==> config.mk <==
export PLATFORM = sky130hd
export DESIGN_NAME = special_tx_envelope_parser_core
export DESIGN_NICKNAME = d
export VERILOG_FILES = /design/src/rtl/stxep_pkg.sv /design/src/rtl/stxep_parser.sv /design/src/rtl/stxep_result_reg.sv /design/src/rtl/special_tx_envelope_parser_core.sv
export SDC_FILE = /design/constraint.sdc
export NUM_CORES = 1
export LEC_CHECK = 0
export BUFFER_PORTS_ARGS = -buffer_cell sky130_fd_sc_hd__clkbuf_2
export CAP_MARGIN = 20
export CORE_MARGIN = 4
export CORE_UTILIZATION = 55
export CTS_CLUSTER_DIAMETER = 100
export DETAILED_ROUTE_END_ITERATION = 8
export PLACE_DENSITY = 0.74
export REMOVE_ABC_BUFFERS = 1
export SYNTH_ARGS = -nofsm -noshare
export SYNTH_HDL_FRONTEND = slang
export SYNTH_HIERARCHICAL = 1
export SYNTH_SLANG_ARGS = --single-unit
==> constraint.sdc <==
create_clock -name clk_i -period 4.93 [get_ports clk_i]
set_input_delay 0.2465 -clock clk_i [delete_from_list [all_inputs] [get_ports clk_i]]
set_output_delay 0.2465 -clock clk_i [all_outputs]
set_load 0.01 [all_outputs]
==> src/rtl/stxep_pkg.sv <==
// Shared types and constants for the transaction envelope parser.
package stxep_pkg;

  // Longest accepted serialized transaction, and the cap on counts and lengths.
  localparam int unsigned MaxTxBytes = 1048576;
  // Width of byte counts, offsets and lengths.
  localparam int unsigned LenW = 21;

  // Compact-size prefix codes.
  localparam logic [7:0] CsPrefix16 = 8'd253;
  localparam logic [7:0] CsPrefix32 = 8'd254;
  localparam logic [7:0] CsPrefix64 = 8'd255;

  // Fixed field sizes skipped inside inputs and outputs.
  localparam logic [LenW-1:0] InPrefixBytes = LenW'(36);
  localparam logic [LenW-1:0] InSeqBytes    = LenW'(4);
  localparam logic [LenW-1:0] OutValueBytes = LenW'(8);

  typedef enum logic [3:0] {
    PhVersion  = 4'd0,
    PhInCount  = 4'd1,
    PhInPrefix = 4'd2,
    PhInScrLen = 4'd3,
    PhInScript = 4'd4,
    PhInSeq    = 4'd5,
    PhOutCount = 4'd6,
    PhOutValue = 4'd7,
    PhOutScrLen = 4'd8,
    PhOutScript = 4'd9,
    PhLock     = 4'd10,
    PhPayLen   = 4'd11,
    PhPayload  = 4'd12,
    PhDone     = 4'd13
  } phase_e;

  typedef struct packed {
    logic [7:0] tx_byte;
    logic       last_byte;
  } stxep_in_t;

  typedef struct packed {
    logic            valid_res;
    logic [15:0]     version;
    logic [15:0]     tx_type;
    logic [31:0]     lock_time;
    logic [LenW-1:0] payload_offset;
    logic [LenW-1:0] payload_length;
    logic [LenW-1:0] total_length;
  } stxep_out_t;

endpackage

==> src/rtl/stxep_parser.sv <==
// Parse state and per-byte update; emits one result on the last byte.
module stxep_parser (
  input  logic                 clk_i,
  input  logic                 rst_ni,
  input  logic                 step_i,
  input  stxep_pkg::stxep_in_t in_i,
  output logic                 res_valid_o,
  output stxep_pkg::stxep_out_t res_o
);

  localparam int unsigned LenW = stxep_pkg::LenW;

  stxep_pkg::phase_e phase_q, phase_d;
  logic [2:0]      idx_q, idx_d;
  logic            pfx4_q, pfx4_d;
  logic [31:0]     acc_q, acc_d;
  logic [LenW-1:0] entries_q, entries_d;
  logic [LenW-1:0] skip_q, skip_d;
  logic [LenW-1:0] offset_q, offset_d;
  logic [31:0]     ver_q, ver_d;
  logic [31:0]     lock_q, lock_d;
  logic [LenW-1:0] pstart_q, pstart_d;
  logic [LenW-1:0] psize_q, psize_d;
  logic            err_q, err_d;

  logic [7:0]      b;
  logic [1:0]      lane;
  logic [31:0]     acc_w;
  logic            c_ready;
  logic            c_bad;
  logic [31:0]     c_val;
  logic [LenW-1:0] v;
  logic [LenW-1:0] sk_dec;
  logic [LenW-1:0] ent_dec;
  logic            ok;
  logic            typed;

  assign b = in_i.tx_byte;

  // Compact-size decode of the current byte.
  always_comb begin
    lane    = idx_q[1:0] - 2'd1;
    acc_w   = acc_q;
    acc_w[{lane, 3'b000} +: 8] = b;
    c_ready = 1'b0;
    c_bad   = 1'b0;
    c_val   = 32'd0;
    if (idx_q == 3'd0) begin
      if (b < stxep_pkg::CsPrefix16) begin
        c_ready = 1'b1;
        c_val   = {24'd0, b};
      end else if (b == stxep_pkg::CsPrefix64) begin
        // 8-byte form always exceeds the length cap: fail at once
        c_ready = 1'b1;
        c_bad   = 1'b1;
      end
    end else if (idx_q == (pfx4_q ? 3'd4 : 3'd2)) begin
      c_ready = 1'b1;
      c_val   = acc_w;
      c_bad   = pfx4_q ? (acc_w <= 32'h0000_ffff) : (acc_w < 32'd253);
    end
    if (c_val > 32'(stxep_pkg::MaxTxBytes)) begin
      c_bad = 1'b1;
    end
    v = c_val[LenW-1:0];
  end

  // Next-state logic for one byte.
  always_comb begin
    phase_d   = phase_q;
    idx_d     = idx_q;
    pfx4_d    = pfx4_q;
    acc_d     = acc_q;
    entries_d = entries_q;
    skip_d    = skip_q;
    offset_d  = offset_q;
    ver_d     = ver_q;
    lock_d    = lock_q;
    pstart_d  = pstart_q;
    psize_d   = psize_q;
    err_d     = err_q;
    sk_dec    = (skip_q != '0) ? skip_q - LenW'(1) : skip_q;
    ent_dec   = entries_q - LenW'(1);

    if (!err_q) begin
      if (offset_q >= LenW'(stxep_pkg::MaxTxBytes)) begin
        err_d = 1'b1;
      end else begin
        offset_d = offset_q + LenW'(1);
        unique case (phase_q)
          stxep_pkg::PhVersion, stxep_pkg::PhLock: begin
            if (phase_q == stxep_pkg::PhVersion) begin
              ver_d[{idx_q[1:0], 3'b000} +: 8] = b;
            end else begin
              lock_d[{idx_q[1:0], 3'b000} +: 8] = b;
            end
            if (idx_q[1:0] != 2'd3) begin
              idx_d = idx_q + 3'd1;
            end else begin
              idx_d = 3'd0;
              if (phase_q == stxep_pkg::PhVersion) begin
                phase_d = stxep_pkg::PhInCount;
              end else if (ver_q[31:16] != 16'd0) begin
                phase_d = stxep_pkg::PhPayLen;
              end else begin
                phase_d = stxep_pkg::PhDone;
              end
            end
          end
          stxep_pkg::PhInCount, stxep_pkg::PhInScrLen, stxep_pkg::PhOutCount,
          stxep_pkg::PhOutScrLen, stxep_pkg::PhPayLen: begin
            if (!c_ready) begin
              // still collecting prefix bytes
              if (idx_q == 3'd0) begin
                idx_d  = 3'd1;
                pfx4_d = (b == stxep_pkg::CsPrefix32);
                acc_d  = 32'd0;
              end else begin
                idx_d = idx_q + 3'd1;
                acc_d = acc_w;
              end
            end else begin
              idx_d = 3'd0;
              if (c_bad) begin
                err_d = 1'b1;
              end else begin
                case (phase_q)
                  stxep_pkg::PhInCount: begin
                    entries_d = v;
                    if (v == '0) begin
                      phase_d = stxep_pkg::PhOutCount;
                    end else begin
                      phase_d = stxep_pkg::PhInPrefix;
                      skip_d  = stxep_pkg::InPrefixBytes;
                    end
                  end
                  stxep_pkg::PhInScrLen: begin
                    if (v == '0) begin
                      phase_d = stxep_pkg::PhInSeq;
                      skip_d  = stxep_pkg::InSeqBytes;
                    end else begin
                      phase_d = stxep_pkg::PhInScript;
                      skip_d  = v;
                    end
                  end
                  stxep_pkg::PhOutCount: begin
                    entries_d = v;
                    if (v == '0) begin
                      phase_d = stxep_pkg::PhLock;
                    end else begin
                      phase_d = stxep_pkg::PhOutValue;
                      skip_d  = stxep_pkg::OutValueBytes;
                    end
                  end
                  stxep_pkg::PhOutScrLen: begin
                    if (v == '0) begin
                      entries_d = ent_dec;
                      if (ent_dec == '0) begin
                        phase_d = stxep_pkg::PhLock;
                      end else begin
                        phase_d = stxep_pkg::PhOutValue;
                        skip_d  = stxep_pkg::OutValueBytes;
                      end
                    end else begin
                      phase_d = stxep_pkg::PhOutScript;
                      skip_d  = v;
                    end
                  end
                  default: begin
                    pstart_d = offset_q + LenW'(1);
                    psize_d  = v;
                    if (v == '0) begin
                      phase_d = stxep_pkg::PhDone;
                    end else begin
                      phase_d = stxep_pkg::PhPayload;
                      skip_d  = v;
                    end
                  end
                endcase
              end
            end
          end
          stxep_pkg::PhInPrefix, stxep_pkg::PhInScript, stxep_pkg::PhInSeq,
          stxep_pkg::PhOutValue, stxep_pkg::PhOutScript, stxep_pkg::PhPayload: begin
            skip_d = sk_dec;
            if (sk_dec == '0) begin
              case (phase_q)
                stxep_pkg::PhInPrefix: phase_d = stxep_pkg::PhInScrLen;
                stxep_pkg::PhInScript: begin
                  phase_d = stxep_pkg::PhInSeq;
                  skip_d  = stxep_pkg::InSeqBytes;
                end
                stxep_pkg::PhInSeq: begin
                  entries_d = ent_dec;
                  if (ent_dec == '0) begin
                    phase_d = stxep_pkg::PhOutCount;
                  end else begin
                    phase_d = stxep_pkg::PhInPrefix;
                    skip_d  = stxep_pkg::InPrefixBytes;
                  end
                end
                stxep_pkg::PhOutValue: phase_d = stxep_pkg::PhOutScrLen;
                stxep_pkg::PhOutScript: begin
                  entries_d = ent_dec;
                  if (ent_dec == '0) begin
                    phase_d = stxep_pkg::PhLock;
                  end else begin
                    phase_d = stxep_pkg::PhOutValue;
                    skip_d  = stxep_pkg::OutValueBytes;
                  end
                end
                default: phase_d = stxep_pkg::PhDone;
              endcase
            end
          end
          default: begin
            // byte after a complete envelope: overrun
            err_d = 1'b1;
          end
        endcase
      end
    end
  end

  // Result built from the state after this byte.
  always_comb begin
    ok          = !err_d && (phase_d == stxep_pkg::PhDone);
    typed       = ok && (ver_d[31:16] != 16'd0);
    res_valid_o = step_i && in_i.last_byte;
    res_o.valid_res      = ok;
    res_o.version        = ok ? ver_d[15:0] : 16'd0;
    res_o.tx_type        = ok ? ver_d[31:16] : 16'd0;
    res_o.lock_time      = ok ? lock_d : 32'd0;
    res_o.payload_offset = typed ? pstart_d : '0;
    res_o.payload_length = typed ? psize_d : '0;
    res_o.total_length   = ok ? offset_d : '0;
  end

  always_ff @(posedge clk_i or negedge rst_ni) begin
    if (!rst_ni) begin
      phase_q   <= stxep_pkg::PhVersion;
      idx_q     <= '0;
      pfx4_q    <= 1'b0;
      acc_q     <= '0;
      entries_q <= '0;
      skip_q    <= '0;
      offset_q  <= '0;
      ver_q     <= '0;
      lock_q    <= '0;
      pstart_q  <= '0;
      psize_q   <= '0;
      err_q     <= 1'b0;
    end else if (step_i) begin
      if (in_i.last_byte) begin
        // start over for the next transaction
        phase_q   <= stxep_pkg::PhVersion;
        idx_q     <= '0;
        pfx4_q    <= 1'b0;
        acc_q     <= '0;
        entries_q <= '0;
        skip_q    <= '0;
        offset_q  <= '0;
        ver_q     <= '0;
        lock_q    <= '0;
        pstart_q  <= '0;
        psize_q   <= '0;
        err_q     <= 1'b0;
      end else begin
        phase_q   <= phase_d;
        idx_q     <= idx_d;
        pfx4_q    <= pfx4_d;
        acc_q     <= acc_d;
        entries_q <= entries_d;
        skip_q    <= skip_d;
        offset_q  <= offset_d;
        ver_q     <= ver_d;
        lock_q    <= lock_d;
        pstart_q  <= pstart_d;
        psize_q   <= psize_d;
        err_q     <= err_d;
      end
    end
  end

endmodule

==> src/rtl/stxep_result_reg.sv <==
// Output register holding one finished result until it is taken.
module stxep_result_reg (
  input  logic                  clk_i,
  input  logic                  rst_ni,
  input  logic                  load_i,
  input  stxep_pkg::stxep_out_t res_i,
  output logic                  free_o,
  output logic                  out_valid_o,
  input  logic                  out_stall_i,
  output stxep_pkg::stxep_out_t out_o
);

  logic                  valid_q, valid_d;
  stxep_pkg::stxep_out_t data_q;

  assign free_o      = !valid_q || !out_stall_i;
  assign out_valid_o = valid_q;
  assign out_o       = data_q;

  always_comb begin
    valid_d = valid_q;
    if (valid_q && !out_stall_i) begin
      valid_d = 1'b0;
    end
    if (load_i) begin
      valid_d = 1'b1;
    end
  end

  always_ff @(posedge clk_i or negedge rst_ni) begin
    if (!rst_ni) begin
      valid_q <= 1'b0;
    end else begin
      valid_q <= valid_d;
    end
  end

  always_ff @(posedge clk_i) begin
    if (load_i) begin
      data_q <= res_i;
    end
  end

endmodule

==> src/rtl/special_tx_envelope_parser_core.sv <==
// Top level of the streaming transaction envelope parser.
//
//  channel | direction | payload      | handshake
//  --------+-----------+--------------+--------------------------
//  in      | sink      | stxep_in_t   | in_valid_i / in_stall_o
//  out     | source    | stxep_out_t  | out_valid_o / out_stall_i
//
// One byte is taken per cycle unless a last byte waits on the output register.
// A byte is held in the input register, then the parser updates its state; on
// a last byte the result is loaded into the output register as the parser
// steps on that byte.
// Reset clears the parse state to the start of the version field.
// Only a last byte waits on a full, stalled output register; other bytes
// keep flowing while a result is pending.
module special_tx_envelope_parser_core (
  input  logic                  clk_i,
  input  logic                  rst_ni,
  input  stxep_pkg::stxep_in_t  in_i,
  input  logic                  in_valid_i,
  output logic                  in_stall_o,
  output stxep_pkg::stxep_out_t out_o,
  output logic                  out_valid_o,
  input  logic                  out_stall_i
);

  // Input register
  stxep_pkg::stxep_in_t  in_q;
  logic                  in_valid_q, in_valid_d;
  logic                  in_take;

  // Parser step and result path
  logic                  step;
  logic                  res_valid;
  stxep_pkg::stxep_out_t res;
  logic                  res_free;

  // A buffered byte advances unless it closes a transaction and the result
  // slot is still blocked.
  assign step       = in_valid_q && (!in_q.last_byte || res_free);
  assign in_stall_o = in_valid_q && !step;
  assign in_take    = in_valid_i && !in_stall_o;

  always_comb begin
    in_valid_d = in_valid_q;
    if (step) begin
      in_valid_d = 1'b0;
    end
    if (in_take) begin
      in_valid_d = 1'b1;
    end
  end

  always_ff @(posedge clk_i or negedge rst_ni) begin
    if (!rst_ni) begin
      in_valid_q <= 1'b0;
    end else begin
      in_valid_q <= in_valid_d;
    end
  end

  always_ff @(posedge clk_i) begin
    if (in_take) begin
      in_q <= in_i;
    end
  end

  stxep_parser u_parser (
    .clk_i       (clk_i),
    .rst_ni      (rst_ni),
    .step_i      (step),
    .in_i        (in_q),
    .res_valid_o (res_valid),
    .res_o       (res)
  );

  stxep_result_reg u_result (
    .clk_i       (clk_i),
    .rst_ni      (rst_ni),
    .load_i      (res_valid),
    .res_i       (res),
    .free_o      (res_free),
    .out_valid_o (out_valid_o),
    .out_stall_i (out_stall_i),
    .out_o       (out_o)
  );

endmodule
==> impl_metrics.tcl <==
set metrics [dict create \
    synthArstFlopShare 0.607 \
    n_antenna_cell 0 \
    synthCells 1980 \
    grt_max_degree 157 \
    r2r_cells 15 \
    first_iter_violations 1951 \
    setup.worst_path.class "flip-flop to flip-flop" \
    routabilityCongestion 1.00 \
    status "completed" \
    p_total_mw 11.4 \
    whs_ns 0.331 \
    area.growth.synth_to_final_pct 13.5 \
    start_kind "flip-flop" \
    clockBufferDepth 3 \
    grt_pass1_wl_um 88600 \
    r2r_slack_ns 0.16 \
    worstSetupEndpointType "flip-flop" \
    powerDensity_nw_per_um2 528 \
    synth-main-ff-cell "dfrtp_1" \
    yosys_warnings 6 \
    rsz0062_at_grt "no" \
    dpl_cell_area_um2 20200 \
    path_cells "inv_1, ha_1, buf_4, nor2b_1, a31o_1, or4_1, nor4_1, nor4b_2, buf_4, and2_1, o211a_1, or4b_1, nand4_2, buf_4, a211oi_1" \
    cts_buffers 39 \
    ant_nets 0 \
    final_cell_mix "nor2_1, dfrtp_1, nand2_1, a21oi_1, clkbuf_2" \
    finalSetupViolations 0 \
    initial_core_util 0.562 \
    core_um2 33900 \
    ys_seq_area_frac 0.495 \
    insertion_delay_ns 0.54 \
    crit_arrival_ns 5.02 \
    finalMaxSlewViolations 0 \
    antenna_found_initial 0 \
    fin_skew_ns 0.0146 \
    relSlewSlack 0.177 \
    setup_tns_ns 0 \
    max_freq_ghz 0.210 \
    wl_per_cell_um 22.0 \
    fp-row-count 67 \
    finalNonFillerCells 2554 \
    track_usage 0.285 \
    cts.sinks 349 \
    synth.avg_cell_area_um2 9.62 \
    synth_top_area_share 0.279 \
    clk_pin_slew_worst_paths_ns 0.06 \
    crit_fanout 26 \
    cts_root_buf "clkbuf_16" \
    drcViolationCount 0 \
    p_leak_nw 8.34 \
    drt-pass1-iter-count 6 \
    ys_types 89 \
    synth_top_cell_by_area "dfrtp_1" \
    drive_gt1_frac 0.143 \
    htree_levels 2 \
    layout_commonest_cell "nor2_1" \
    io_pins 143 \
    die_h_um 194 \
    hpwl_um 36100 \
    die_w_um 194 \
    place_inst 2467 \
    hp-class "input port to async pin" \
    syn-cell-area_um2 19000 \
    synth-edff-count 137 \
    netlist_top_cells_area "dfrtp_1, edfxtp_1, o2bb2ai_1" \
    totalWireLength_um 56100 \
    worst_pin_slew_ns 1.22 \
    via_per_inst 6.60 \
    grt_pass1_vias 15790 \
    vias 16850 \
    ys_ff_latch 349 \
    maxCapViolations 0 \
    min_period_ns 4.77 \
    cts_tree "done" \
    slowest_delay_ns 0.66 \
    final_hold_viol_count 0 \
    peakVddDrop_v 0.000433 \
    cp_slowest_cell "or4b_1" \
    grt_overflow_total 0 \
    design_area_um2 21600 \
    portBuffers 142 \
    die_area_um2 37700 \
    finalCritPeriodShare 0.967 \
    crit_required_ns 5.18 \
    fin_nets 2102 \
    path_common_cell "buf_4" \
]
sequential cells by signal (all words and copies together) (netlist names), 3 cells and up:
| signal | count |
|---|---|
| u_parser/phase_q | 4 |
| u_parser/pstart_q | 21 |
| u_result/out_o | 128 |
| in_q | 9 |
| u_parser/psize_q | 21 |
| u_parser/lock_q | 32 |
| u_parser/skip_q | 21 |
| u_parser/ver_q | 32 |
| u_parser/offset_q | 21 |
| u_parser/acc_q | 32 |
| u_parser/entries_q | 21 |
| u_parser/idx_q | 3 |
through the flow:
stage / utilization / worst slack, ns
2_1_floorplan: - / -3.09
3_3_place_gp: 0.595 / 0.261
3_5_place_dp: 0.596 / 0.196
4_1_cts: 0.636 / 0.176
5_1_grt: 0.638 / 0.00946
6_report: 0.638 / 0.162
power by group:
group	total [mW]	internal [mW]	switching [mW]
Combinational	4.72	1.63	3.09
Clock	2.86	1.68	1.17
Sequential	3.84	3.39	0.452
synth_stat cells (all sizes together) (19+ instances only):
| library cell | instances |
|---|---|
| a21boi | 32 |
| a21oi | 151 |
| a22o | 32 |
| a22oi | 121 |
| a32oi | 19 |
| buf | 39 |
| clkbuf | 127 |
| dfrtp | 212 |
| edfxtp | 137 |
| inv | 29 |
| nand2 | 191 |
| nand2b | 19 |
| nand3 | 26 |
| nor2 | 234 |
| nor2b | 19 |
| nor3 | 63 |
| nor4 | 33 |
| o21ai | 84 |
| o22ai | 21 |
| o2bb2ai | 125 |
| xnor2 | 19 |
| xor2 | 26 |
final cells by class:
cell class | instances | area (um^2)
fillers | 2813 | 12200
flip-flops and latches | 349 | 9420
multi-input cells | 1435 | 8860
repair buffers | 220 | 1410
clock buffers | 57 | 1110
well taps | 448 | 561
clock inverters | 14 | 143
inverters | 31 | 121
kinds of logic after synthesis:
group,share of synthesized area
AOI/OAI and AO/OA,0.255
adders and majority gates,0.00854
and+or+nand+nor,0.169
DFF,0.495
xor gates and xnor gates,0.0207
buffers and inverters,0.0435
muxes,0.00854
path summary, 6_finish.rpt:
path	startpoint	endpoint
max	u_parser/idx_q[1]	u_result/out_o[21]
min	rst_ni	u_parser/ver_q[15]
max in group asynchronous	rst_ni	u_parser/offset_q[13]
min in group clk_i	in_i[0]	in_q[0]
min reg2reg	u_parser/acc_q[12]	u_parser/acc_q[12]
max reg2reg	u_parser/idx_q[1]	u_result/out_o[21]
layer usage:
| metal | track usage | wire length [um] | vias to the layer above |
|---|---|---|---|
| met5 | 0 | 0 | - |
| met4 | 0.0885 | 1730 | 0 |
| met3 | 0.0422 | 4850 | 129 |
| met2 | 0.439 | 25600 | 894 |
| met1 | 0.420 | 23900 | 8166 |
| li1 | - | - | 7661 |
repair_timing:
action	4_1_cts	5_1_grt
hold buffers	12	0
resized for setup	0	5
hold endpoints to repair	105	0
setup buffers	0	2
endpoints found under the setup margin	0	137
critical path: cells and delay by family, from the launching register on:
| kind | cells | cell delay (ns) |
|---|---|---|
| AO/OA/AOI/OAI | 3 | 0.42 |
| AND/OR/NAND/NOR | 7 | 2.48 |
| adder cells (fa/ha/maj) | 1 | 0.30 |
| flip-flops | 1 | 0.44 |
| buffers and inverters | 4 | 0.82 |
Power figures use the tool's default switching activity.
